$ cat config.mk
export PLATFORM = sky130hd
export DESIGN_NAME = interval_value_map_core
export DESIGN_NICKNAME = d
export VERILOG_FILES = /design/src/rtl/ivm_pkg.sv /design/src/rtl/ivm_cell.sv /design/src/rtl/interval_value_map_core.sv
export SDC_FILE = /design/constraint.sdc
export NUM_CORES = 1
export LEC_CHECK = 0
export BUFFER_PORTS_ARGS = -buffer_cell sky130_fd_sc_hd__buf_2
export CAP_MARGIN = 20
export CORE_AREA = 3 3 321 355
export DETAILED_ROUTE_END_ITERATION = 8
export DIE_AREA = 0 0 324 358
export PLACE_DENSITY = 0.71
export SLEW_MARGIN = 10
export SYNTH_ARGS = -nofsm -noshare
export SYNTH_HDL_FRONTEND = slang
export SYNTH_SLANG_ARGS = --single-unit
$ cat constraint.sdc
create_clock -name aclk -period 47.5 [get_ports aclk]
set_input_delay 9.5 -clock aclk [delete_from_list [all_inputs] [get_ports aclk]]
set_output_delay 9.5 -clock aclk [all_outputs]
set_load 0.01 [all_outputs]
$ cat src/rtl/ivm_pkg.sv
// Package for the interval value map: payload structs, entry type and the
// control group that the sequencer drives into each table cell. No dependencies.
package ivm_pkg;

    localparam int KEY_BITS   = 32;
    localparam int VALUE_BITS = 8;

    localparam logic [1:0] MODE_ASSIGN = 2'd0;
    localparam logic [1:0] MODE_LOOKUP = 2'd1;
    localparam logic [1:0] MODE_CLEAR  = 2'd2;

    typedef struct packed {
        logic [1:0]                   mode;
        logic signed [KEY_BITS-1:0]   range_begin;
        logic signed [KEY_BITS-1:0]   range_end;
        logic [VALUE_BITS-1:0]        assign_value;
        logic signed [KEY_BITS-1:0]   lookup_key;
    } ivm_in_t;

    typedef struct packed {
        logic [VALUE_BITS-1:0] found_value;
        logic                  table_full;
        logic [4:0]            entries_used;
    } ivm_out_t;

    typedef struct packed {
        logic signed [KEY_BITS-1:0] key;
        logic [VALUE_BITS-1:0]      value;
    } ivm_entry_t;

    typedef struct packed {
        logic       shift;
        logic       commit;
        logic       wr_en;
        ivm_entry_t wr_entry;
    } ivm_cell_ctrl_t;

endpackage

$ cat src/rtl/ivm_cell.sv
// One table cell: a live breakpoint that rotates along the ring and a staged
// breakpoint built during an assign. Depends on ivm_pkg.
module ivm_cell #(
    parameter int IDX_BITS = 5,
    parameter int CELL_IDX = 0
) (
    input  logic                    aclk,
    input  ivm_pkg::ivm_cell_ctrl_t ctrl,
    input  logic [IDX_BITS-1:0]     wr_idx,
    input  ivm_pkg::ivm_entry_t     from_next,
    output ivm_pkg::ivm_entry_t     entry
);
    import ivm_pkg::*;

    ivm_entry_t live_reg;
    ivm_entry_t staged_reg;

    always_ff @(posedge aclk) begin
        if (ctrl.commit) begin
            live_reg <= staged_reg;
        end else if (ctrl.shift) begin
            live_reg <= from_next;
        end
        if (ctrl.wr_en && wr_idx == IDX_BITS'(CELL_IDX)) begin
            staged_reg <= ctrl.wr_entry;
        end
    end

    assign entry = live_reg;

endmodule

$ cat src/rtl/interval_value_map_core.sv
// Interval value map: a ring of ENTRIES cells holding sorted breakpoints.
// Sequence: a clear, an unused mode or an empty assign goes straight from acceptance to the
// done state and its registered result; a lookup or a nonempty assign first makes one full
// ring turn, with an assign also inserting both range ends, then a finishing step and the result register.
// Throughput: one item at a time; the next is accepted the cycle after the result registers,
// later while an older result waits. Reset (aresetn, synchronous) empties table, default 0.
module interval_value_map_core #(
    parameter int ENTRIES = 16
) (
    input  logic            aclk,
    input  logic            aresetn,
    input  logic            s_valid,
    output logic            s_ready,
    input  ivm_pkg::ivm_in_t  s_data,
    output logic            m_valid,
    input  logic            m_ready,
    output ivm_pkg::ivm_out_t m_data,
    input  logic            cfg_valid,
    output logic            cfg_ready,
    input  logic [ivm_pkg::VALUE_BITS-1:0] cfg_data
);
    import ivm_pkg::*;

    localparam int CW = $clog2(ENTRIES + 3);

    typedef enum logic [1:0] {ST_IDLE, ST_RUN, ST_DONE} state_t;

    state_t                     state_reg, state_next;
    logic [VALUE_BITS-1:0]      default_reg;
    logic [CW-1:0]              count_reg, count_next;
    logic [CW-1:0]              idx_reg, idx_next;
    logic [CW-1:0]              out_reg, out_next;
    logic [VALUE_BITS-1:0]      prev_reg, prev_next;
    logic [VALUE_BITS-1:0]      ev_reg, ev_next;
    logic                       insb_reg, insb_next;
    logic                       inse_reg, inse_next;
    logic                       assign_reg;
    logic signed [KEY_BITS-1:0] kb_reg, ke_reg;
    logic [VALUE_BITS-1:0]      av_reg;
    logic [VALUE_BITS-1:0]      found_reg, found_next;
    logic                       full_reg, full_next;
    logic                       m_valid_reg;
    ivm_out_t                   m_data_reg;

    ivm_cell_ctrl_t             ctrl;
    logic                       emit;
    ivm_entry_t                 emit_entry;
    ivm_entry_t                 cell_q [ENTRIES];
    ivm_entry_t                 head;
    logic                       head_ok;

    assign head    = cell_q[0];
    assign head_ok = idx_reg < count_reg;

    genvar g;
    generate
        for (g = 0; g < ENTRIES; g++) begin : g_cell
            ivm_cell #(.IDX_BITS(CW), .CELL_IDX(g)) u_cell (
                .aclk      (aclk),
                .ctrl      (ctrl),
                .wr_idx    (out_reg),
                .from_next (cell_q[(g + 1) % ENTRIES]),
                .entry     (cell_q[g])
            );
        end
    endgenerate

    always_comb begin
        state_next  = state_reg;
        count_next  = count_reg;
        idx_next    = idx_reg;
        out_next    = out_reg;
        prev_next   = prev_reg;
        ev_next     = ev_reg;
        insb_next   = insb_reg;
        inse_next   = inse_reg;
        found_next  = found_reg;
        full_next   = full_reg;
        emit        = 1'b0;
        emit_entry  = head;
        ctrl        = '0;

        case (state_reg)
            ST_IDLE: begin
                if (s_valid) begin
                    idx_next   = '0;
                    out_next   = '0;
                    prev_next  = default_reg;
                    ev_next    = default_reg;
                    found_next = '0;
                    full_next  = 1'b0;
                    insb_next  = s_data.mode != MODE_ASSIGN;
                    inse_next  = s_data.mode != MODE_ASSIGN;
                    case (s_data.mode)
                        MODE_ASSIGN: begin
                            if (s_data.range_begin < s_data.range_end) begin
                                state_next = ST_RUN;
                            end else begin
                                state_next = ST_DONE;
                            end
                        end
                        MODE_LOOKUP: state_next = ST_RUN;
                        MODE_CLEAR: begin
                            count_next = '0;
                            state_next = ST_DONE;
                        end
                        default: state_next = ST_DONE;
                    endcase
                end
            end
            ST_RUN: begin
                if (!insb_reg && (!head_ok || head.key >= kb_reg)) begin
                    emit       = 1'b1;
                    emit_entry = '{key: kb_reg, value: av_reg};
                    insb_next  = 1'b1;
                end else if (!inse_reg && (!head_ok || head.key > ke_reg)) begin
                    emit       = 1'b1;
                    emit_entry = '{key: ke_reg, value: ev_reg};
                    inse_next  = 1'b1;
                end else if (head_ok) begin
                    // ke_reg holds the lookup key during a lookup.
                    ctrl.shift = 1'b1;
                    idx_next   = idx_reg + 1'b1;
                    if (head.key <= ke_reg) begin
                        ev_next = head.value;
                    end
                    emit = assign_reg && (head.key < kb_reg || head.key > ke_reg);
                end else if (idx_reg < CW'(ENTRIES)) begin
                    // Finish the turn so every breakpoint is back in its cell.
                    ctrl.shift = 1'b1;
                    idx_next   = idx_reg + 1'b1;
                end else begin
                    state_next = ST_DONE;
                    if (assign_reg) begin
                        full_next = out_reg > CW'(ENTRIES);
                        if (out_reg <= CW'(ENTRIES)) begin
                            ctrl.commit = 1'b1;
                            count_next  = out_reg;
                        end
                    end else begin
                        found_next = ev_reg;
                    end
                end
                // Canonical form: only value changes become breakpoints.
                if (emit && emit_entry.value != prev_reg) begin
                    ctrl.wr_en    = out_reg < CW'(ENTRIES);
                    ctrl.wr_entry = emit_entry;
                    out_next      = out_reg + 1'b1;
                    prev_next     = emit_entry.value;
                end
            end
            ST_DONE: begin
                if (!m_valid_reg || m_ready) begin
                    state_next = ST_IDLE;
                end
            end
            default: state_next = ST_IDLE;
        endcase
    end

    always_ff @(posedge aclk) begin
        if (!aresetn) begin
            state_reg   <= ST_IDLE;
            count_reg   <= '0;
            default_reg <= '0;
            m_valid_reg <= 1'b0;
        end else begin
            state_reg <= state_next;
            count_reg <= count_next;
            if (cfg_valid) begin
                default_reg <= cfg_data;
            end
            if (state_reg == ST_DONE && (!m_valid_reg || m_ready)) begin
                m_valid_reg             <= 1'b1;
                m_data_reg.found_value  <= found_reg;
                m_data_reg.table_full   <= full_reg;
                m_data_reg.entries_used <= 5'(count_reg);
            end else if (m_ready) begin
                m_valid_reg <= 1'b0;
            end
        end
        idx_reg   <= idx_next;
        out_reg   <= out_next;
        prev_reg  <= prev_next;
        ev_reg    <= ev_next;
        insb_reg  <= insb_next;
        inse_reg  <= inse_next;
        found_reg <= found_next;
        full_reg  <= full_next;
        if (state_reg == ST_IDLE && s_valid) begin
            assign_reg <= s_data.mode == MODE_ASSIGN;
            kb_reg     <= s_data.range_begin;
            av_reg     <= s_data.assign_value;
            ke_reg     <= (s_data.mode == MODE_ASSIGN) ? s_data.range_end
                                                       : s_data.lookup_key;
        end
    end

    assign s_ready   = state_reg == ST_IDLE;
    assign m_valid   = m_valid_reg;
    assign m_data    = m_data_reg;
    assign cfg_ready = 1'b1;

endmodule

==> results of run 1 <==
[per-layer routing]
| layer | share of wire (%) | vias up | track usage, % | routed length [µm] |
|---|---|---|---|---|
| li1 | - | 11700 | - | - |
| met2 | 48 | 763 | 29.4 | 51100 |
| met3 | 5.5 | 155 | 2.95 | 5950 |
| met4 | 2.4 | 0 | 5.65 | 2550 |
| met5 | 0 | - | 0 | 0 |
| met1 | 45 | 13400 | 27.2 | 47900 |
[where the power goes]
part,internal (mW),switching (mW),total (mW)
Clock,0.576,0.439,1.02
Combinational,0.0415,0.0676,0.109
Sequential,1.41,0.0140,1.42
Total,2.02,0.521,2.54
[placed cells by master (no fill, tap or decap), types with 11 or more instances in the layout]
cell type / count
edfxtp_1: 1404
mux2_2: 671
clkbuf_16: 138
buf_2: 134
inv_1: 110
ha_1: 105
nor2_1: 64
buf_4: 64
nand2_1: 55
mux2i_1: 44
clkbuf_1: 41
a21oi_1: 40
a211oi_1: 38
o21ai_0: 23
clkinv_2: 21
nand4_1: 20
a21o_1: 19
nor2b_1: 18
clkinv_1: 18
dfxtp_1: 16
nand3_1: 15
nand2b_1: 13
and2_1: 12
nor3_2: 11
[through the flow]
step	setup slack (ns)	utilization [%]	power (mW)	hold slack, ns
final	35.91	56.1	2.54	0.450
after floorplan	19.50	-	1.53	0.400
after detailed placement	35.12	52.4	1.55	0.410
after CTS	35.88	56.1	2.57	0.451
after global placement	35.09	52.4	1.55	0.432
after global routing	35.74	56.1	2.63	0.468
[logic make-up after synthesis]
| family | count (synthesis) | share of synthesized area, % |
|---|---|---|
| adders and majority gates | 105 | 2.38 |
| other | 1 | 0.00680 |
| muxes | 717 | 14.5 |
| xor gates and xnor gates | 12 | 0.191 |
| and+or+nand+nor | 241 | 2.14 |
| buffers and inverters | 217 | 1.52 |
| AOI/OAI and AO/OA | 175 | 2.17 |
| DFF | 1420 | 77.0 |
[cell type report]
cell class | count | area share, %
Antenna cell | 1 | 0.00403
Clock buffer | 179 | 5.81
Clock inverter | 55 | 0.768
Inverter | 111 | 0.672
Multi-Input combinational cell | 1251 | 19.3
Sequential cell | 1420 | 68.5
Tap cell | 1430 | 2.88
Timing Repair Buffer | 206 | 2.12
[path summary, 6_finish.rpt]
check | startpoint | endpoint | cells past startpoint
setup reg to reg | g_cell[0].u_cell.entry[35]$_DFFE_PP_ | g_cell[2].u_cell.staged_reg[32]$_DFFE_PP_ | 14
hold / removal | count_reg[4]$_SDFFE_PN0P_ | m_data[4]$_DFFE_PP_ | 0
setup / recovery | s_data[41] | state_reg[1]$_SDFFE_PN0P_ | 13
hold reg to reg | count_reg[4]$_SDFFE_PN0P_ | m_data[4]$_DFFE_PP_ | 0
[critical path, cell delays in order]
cell	delay (ns)
buf_2	0.08
inv_1	0.04
ha_1	0.28
a21o_1	0.17
a21o_1	0.19
a21o_1	0.18
a21o_1	0.17
a2111oi_0	0.40
o31ai_1	0.29
a21oi_1	0.22
o31ai_1	0.11
a2111o_1	0.42
o2111a_1	0.14
==> impl_results.md, run 1 <==
- EDFF count, synth: 1404
- Fillers: 8171
- Register bit count reported by yosys: 1420
- # clock sinks: 1420
- DRT Pass-1 Iters: 5
- Max Fanout on Critical Path: 2
- Worst-Skew Late Latency: 0.73 ns
- Die ar.: 116000 µm²
- Core area: 111000 µm²
- Max Cap Viol: 0
- Clk buf depth: 3
- Root buffer cell: clkbuf_16
- # DRC: 0
- Die width: 324 µm
- CP Data Required Time: 48.10 ns
- Setup Buffers After CTS: 0
- Sequential share of the synthesized area: 77.0%
- Clock slew at reported path FFs: 0.06 ns
- FF+latch area: 42500 µm²
- Syn Area/Cell: 19.1 µm²
- Post-CTS Resized: 0
- Synth warnings: 0
- Num rows: 128
- Total negative slack: 0 ns
- Cell Area, Placed: 57900 µm²
- Layout cells sized above 1: 33.7%
- H-tree depth: 4
- CTS tree: built
- RSZ-0062 raised after global routing: false
- Routed Antenna Nets: 0
- Congestion Overflow GR: 0
- Main synth FF type: edfxtp_1
- Status: completed
- Initial antenna violation count: 2
- Final Non-Filler Cells: 4653
- Via/cell ratio: 5.60
- Leak Pwr: 20.8 nW
- Num CTS Buffers: 132
- Global-route wire length before repair: 163000 µm
- Nature of the critical path startpoint: input pin
- Ports: 136
- Max Clock Freq: 86.3 MHz
- Post-Syn Instances: 2888
- Fin nets: 3346
- Placed Instances: 4412
- Initial Util: 49.9%
- Final Wtd Congestion: 0.888
- Largest net degree at the start of global routing: 208
- Final Hold Viols: 0
- Synth top cells by count: edfxtp_1, mux2_2, inv_1, ha_1, clkbuf_1
- Worst EP arrival: 12.19 ns
- IO Port Bufs: 134
- Share of the synthesized area in the top cell type: 76.5%
- Worst VDD drop: 0.0294 mV
- Worst hold path type: flop to flop
- Fin crit share: 24.4%
- Most common cell in the netlist: edfxtp_1
- # setup viols final: 0
- Number of global-route vias before repair: 27000
- Area of the mapped netlist: 55100 µm²
- Final instance area: 62000 µm²
- Syn nets: 3112
- Detailed Route Iter0 Violations: 2572
- Synth unique cells: 54
- Layout Skew: 0.0290 ns
- Vias: 26000
- Area growth, synth to finish: 12.5%
- Dominant cell type by area after synthesis: edfxtp_1
- Max-slew violations: 0
- Worst-Margin Slew: 1.28 ns
- Total power divided by cell area: 41.0 nW/µm²
- Async set-reset flop share out of synthesis: 0%
- Fin crit period: 11.59 ns
- Synth area leaders: edfxtp_1, mux2_2, ha_1
- Crit end category: flop
- Drt total wl: 108000 µm
- HPWL after DPL: 58100 µm
- Die height: 358 µm
- Slew Limit Headroom: 14.8%
- Total GRT Usage: 18.7%
- Footprint of the multi-input gates: 12000 µm²
- Flop2flop setup slack: 40.48 ns
- Worst Setup Path Type: input pin to flop
- CTS Hold Bufs: 0
- Drt wl/cell: 23.1 µm
Note: power is estimated with default switching activity, not from simulation.
==> run 2: changes to the inputs <==
==> constraint.sdc (replaced) <==
create_clock -name aclk -period 9.45 [get_ports aclk]
set_input_delay 1.89 -clock aclk [delete_from_list [all_inputs] [get_ports aclk]]
set_output_delay 1.89 -clock aclk [all_outputs]
set_load 0.01 [all_outputs]
==> run 2 against run 1 <==
Largest cell class unchanged. Combinational power grew to 5.2 times the previous value. Sequential share of layout area shrank 0.11 points. Largest power group unchanged. Final area grew 0.16%. Critical path type is now flop to flop.
==> impl_results.md, run 2 (synthesized netlist as in run 1, its figures left out) <==
- # clock sinks: 1420 (unchanged)
- Nature of the critical path startpoint: flop
- Cell Area, Placed: 58000 µm² (+0.21%)
- Commonest non-fill, non-tap cell in the layout: edfxtp_1
- Largest net degree at the start of global routing: 176 (-15%)
- Post-CTS Resized: 0 (unchanged)
- Ports: 136 (unchanged)
- Most frequent cells in the layout: edfxtp_1, mux2_2, clkbuf_16
- Fin nets: 3355 (+0.27%)
- Layout cells sized above 1: 34.5% (+0.74 points)
- Drt total wl: 110000 µm (+2.4%)
- Initial Util: 49.9% (unchanged)
- Area growth, synth to finish: 12.7%
- Max Clock Freq: 140 MHz
- Total GRT Usage: 19.3% (+0.55 points)
- Worst EP arrival: 7.51 ns (-4.68 ns)
- Global-route wire length before repair: 168000 µm (+2.6%)
- Endpoint, Worst Hold: m_data[1]$_DFFE_PP_
- Num rows: 128 (unchanged)
- Core area: 111000 µm² (unchanged)
- Number of global-route vias before repair: 27300 (+1.3%)
- Drt wl/cell: 23.6 µm (+2.2%)
- Die height: 358 µm (unchanged)
- Routed Antenna Nets: 0 (unchanged)
- Initial antenna violation count: 2 (unchanged)
- Fin crit share: 75.7%
- Worst VDD drop: 0.151 mV (+410%)
- Setup Buffers After CTS: 0 (unchanged)
- Most used cell, CP: buf_4
- RSZ-0062 raised after global routing: false
- Detailed Route Iter0 Violations: 2452 (-4.7%)
- Die ar.: 116000 µm² (unchanged)
- Status: completed
- HPWL after DPL: 61900 µm (+6.6%)
- Via/cell ratio: 5.64 (+0.78%)
- Final WS setup: 2.29 ns (-33.62 ns)
- DRT Pass-1 Iters: 6 (+1)
- Max Fanout on Critical Path: 32 (+30)
- Congestion Overflow GR: 0 (unchanged)
- Critical R2R Capture: g_cell[11].u_cell.staged_reg[33]$_DFFE_PP_
- Final hold slack: 0.440 ns (-0.00976 ns)
- Max-slew violations: 0 (unchanged)
- Leak Pwr: 20.9 nW (+0.30%)
- Num CTS Buffers: 131 (-0.76%)
- Root buffer cell: clkbuf_16
- Crit path max-delay family: compound AO/OA/AOI/OAI gates
- Largest stage delay on the critical path: 0.79 ns (+0.37 ns)
- Worst-Skew Late Latency: 0.73 ns (about the same)
- H-tree depth: 4 (unchanged)
- Design Power: 12.8 mW (+400%)
- Layout Skew: 0.0213 ns (-0.00775 ns)
- Final instance area: 62100 µm² (+0.16%)
- Die width: 324 µm (unchanged)
- Max Cap Viol: 0 (unchanged)
- Final Hold Viols: 0 (unchanged)
- Buf+Inv Stages, Crit Path: 3 (+1)
- Flop2flop setup slack: 2.29 ns (-38.19 ns)
- CP Cell Sequence: ha_1 > nand4_1 > nor3_1 > a21boi_1 > o41ai_2 > a211oi_2 > o21a_2 > buf_4 > mux2i_1 > mux2i_1 > o21bai_1 > o41ai_4 > buf_4 > nor3_2 > buf_4
- IO Port Bufs: 134 (unchanged)
- Crit end category: flop
- Hold Startpoint: count_reg[1]$_SDFFE_PN0P_
- Slew Limit Headroom: 24.6% (+9.8 points)
- Fin crit period: 7.16 ns
- Stages on worst setup path: 15 (+2)
- Slowest-stage cell, CP: nor3_1
- Final Wtd Congestion: 0.895 (+0.78%)
- Vias: 26300 (+0.91%)
- Worst r2r path cells: 15 (+1)
- DP Worst Slack: 2.25 ns (-32.87 ns)
- Total power divided by cell area: 206 nW/µm² (+400%)
- R2r startpoint: g_cell[0].u_cell.entry[23]$_DFFE_PP_
- # setup viols final: 0 (unchanged)
- CTS Hold Bufs: 0 (unchanged)
- CTS tree: built
- Clock slew at reported path FFs: 0.06 ns (about the same)
- Worst-Margin Slew: 1.13 ns (-0.150 ns)
- # DRC: 0 (unchanged)
- CP Data Required Time: 9.80 ns (-38.30 ns)
- Clk buf depth: 3 (unchanged)
- Hold path cells: 0 (unchanged)
- Worst hold path type: flop to flop
- Worst Setup Path Type: flop to flop
-- run 2: where the power goes --
part	internal [mW]	switching (mW)
sequential	7.07	0.0726
clock	2.88	2.21
combinational	0.213	0.356
total	10.2	2.64
-- run 2: worst max-delay path by stage --
| stage | endpoint | startpoint | slack, ns |
|---|---|---|---|
| 2_1_floorplan | g_cell[0].u_cell.entry[0]$_DFFE_PP_ | g_cell[0].u_cell.entry[9]$_DFFE_PP_ | -8.35 |
| 3_3_place_gp | g_cell[15].u_cell.staged_reg[35]$_DFFE_PP_ | g_cell[0].u_cell.entry[23]$_DFFE_PP_ | 2.40 |
| 3_5_place_dp | g_cell[15].u_cell.staged_reg[35]$_DFFE_PP_ | g_cell[0].u_cell.entry[23]$_DFFE_PP_ | 2.25 |
| 4_1_cts | g_cell[15].u_cell.staged_reg[35]$_DFFE_PP_ | g_cell[0].u_cell.entry[23]$_DFFE_PP_ | 2.23 |
| 5_1_grt | g_cell[11].u_cell.staged_reg[33]$_DFFE_PP_ | g_cell[0].u_cell.entry[23]$_DFFE_PP_ | 2.20 |
| 6_report | g_cell[11].u_cell.staged_reg[33]$_DFFE_PP_ | g_cell[0].u_cell.entry[23]$_DFFE_PP_ | 2.29 |
-- run 2: through the flow --
stage,util (%),instances,setup TNS (ns)
global route,56.2,4658,0
detailed placement,52.5,4422,0
finish,56.2,4659,0
CTS,56.2,4652,0
global placement,52.5,4422,0
floorplan,-,2888,-5341.83
-- run 2: worst reg2reg max path, delay by kind of cell, from the launching register on --
family / cells / cell delay [ns]
flip-flops: 1 / 0.48
buffers and inverters: 3 / 1.43
adder cells (fa/ha/maj): 1 / 0.37
multiplexers: 2 / 0.50
AND/OR/NAND/NOR: 3 / 1.68
AO/OA/AOI/OAI: 6 / 2.29
-- run 2: metal layers --
layer	vias up	routed length [µm]	GRT usage, %
met4	0	4060	7.71
li1	11700	-	-
met3	220	6340	3.25
met2	946	51200	29.6
met5	-	0	0
met1	13400	48500	27.6
-- run 2: cell type report --
| class | instances | area (µm²) |
|---|---|---|
| timing repair buffer | 216 | 1380 |
| inverter | 111 | 417 |
| clock inverter | 69 | 551 |
| antenna | 1 | 2.50 |
| fill | 8175 | 48400 |
| sequential | 1420 | 42500 |
| tap | 1430 | 1790 |
| multi-input combinational | 1251 | 12000 |
| clock buffer | 161 | 3540 |
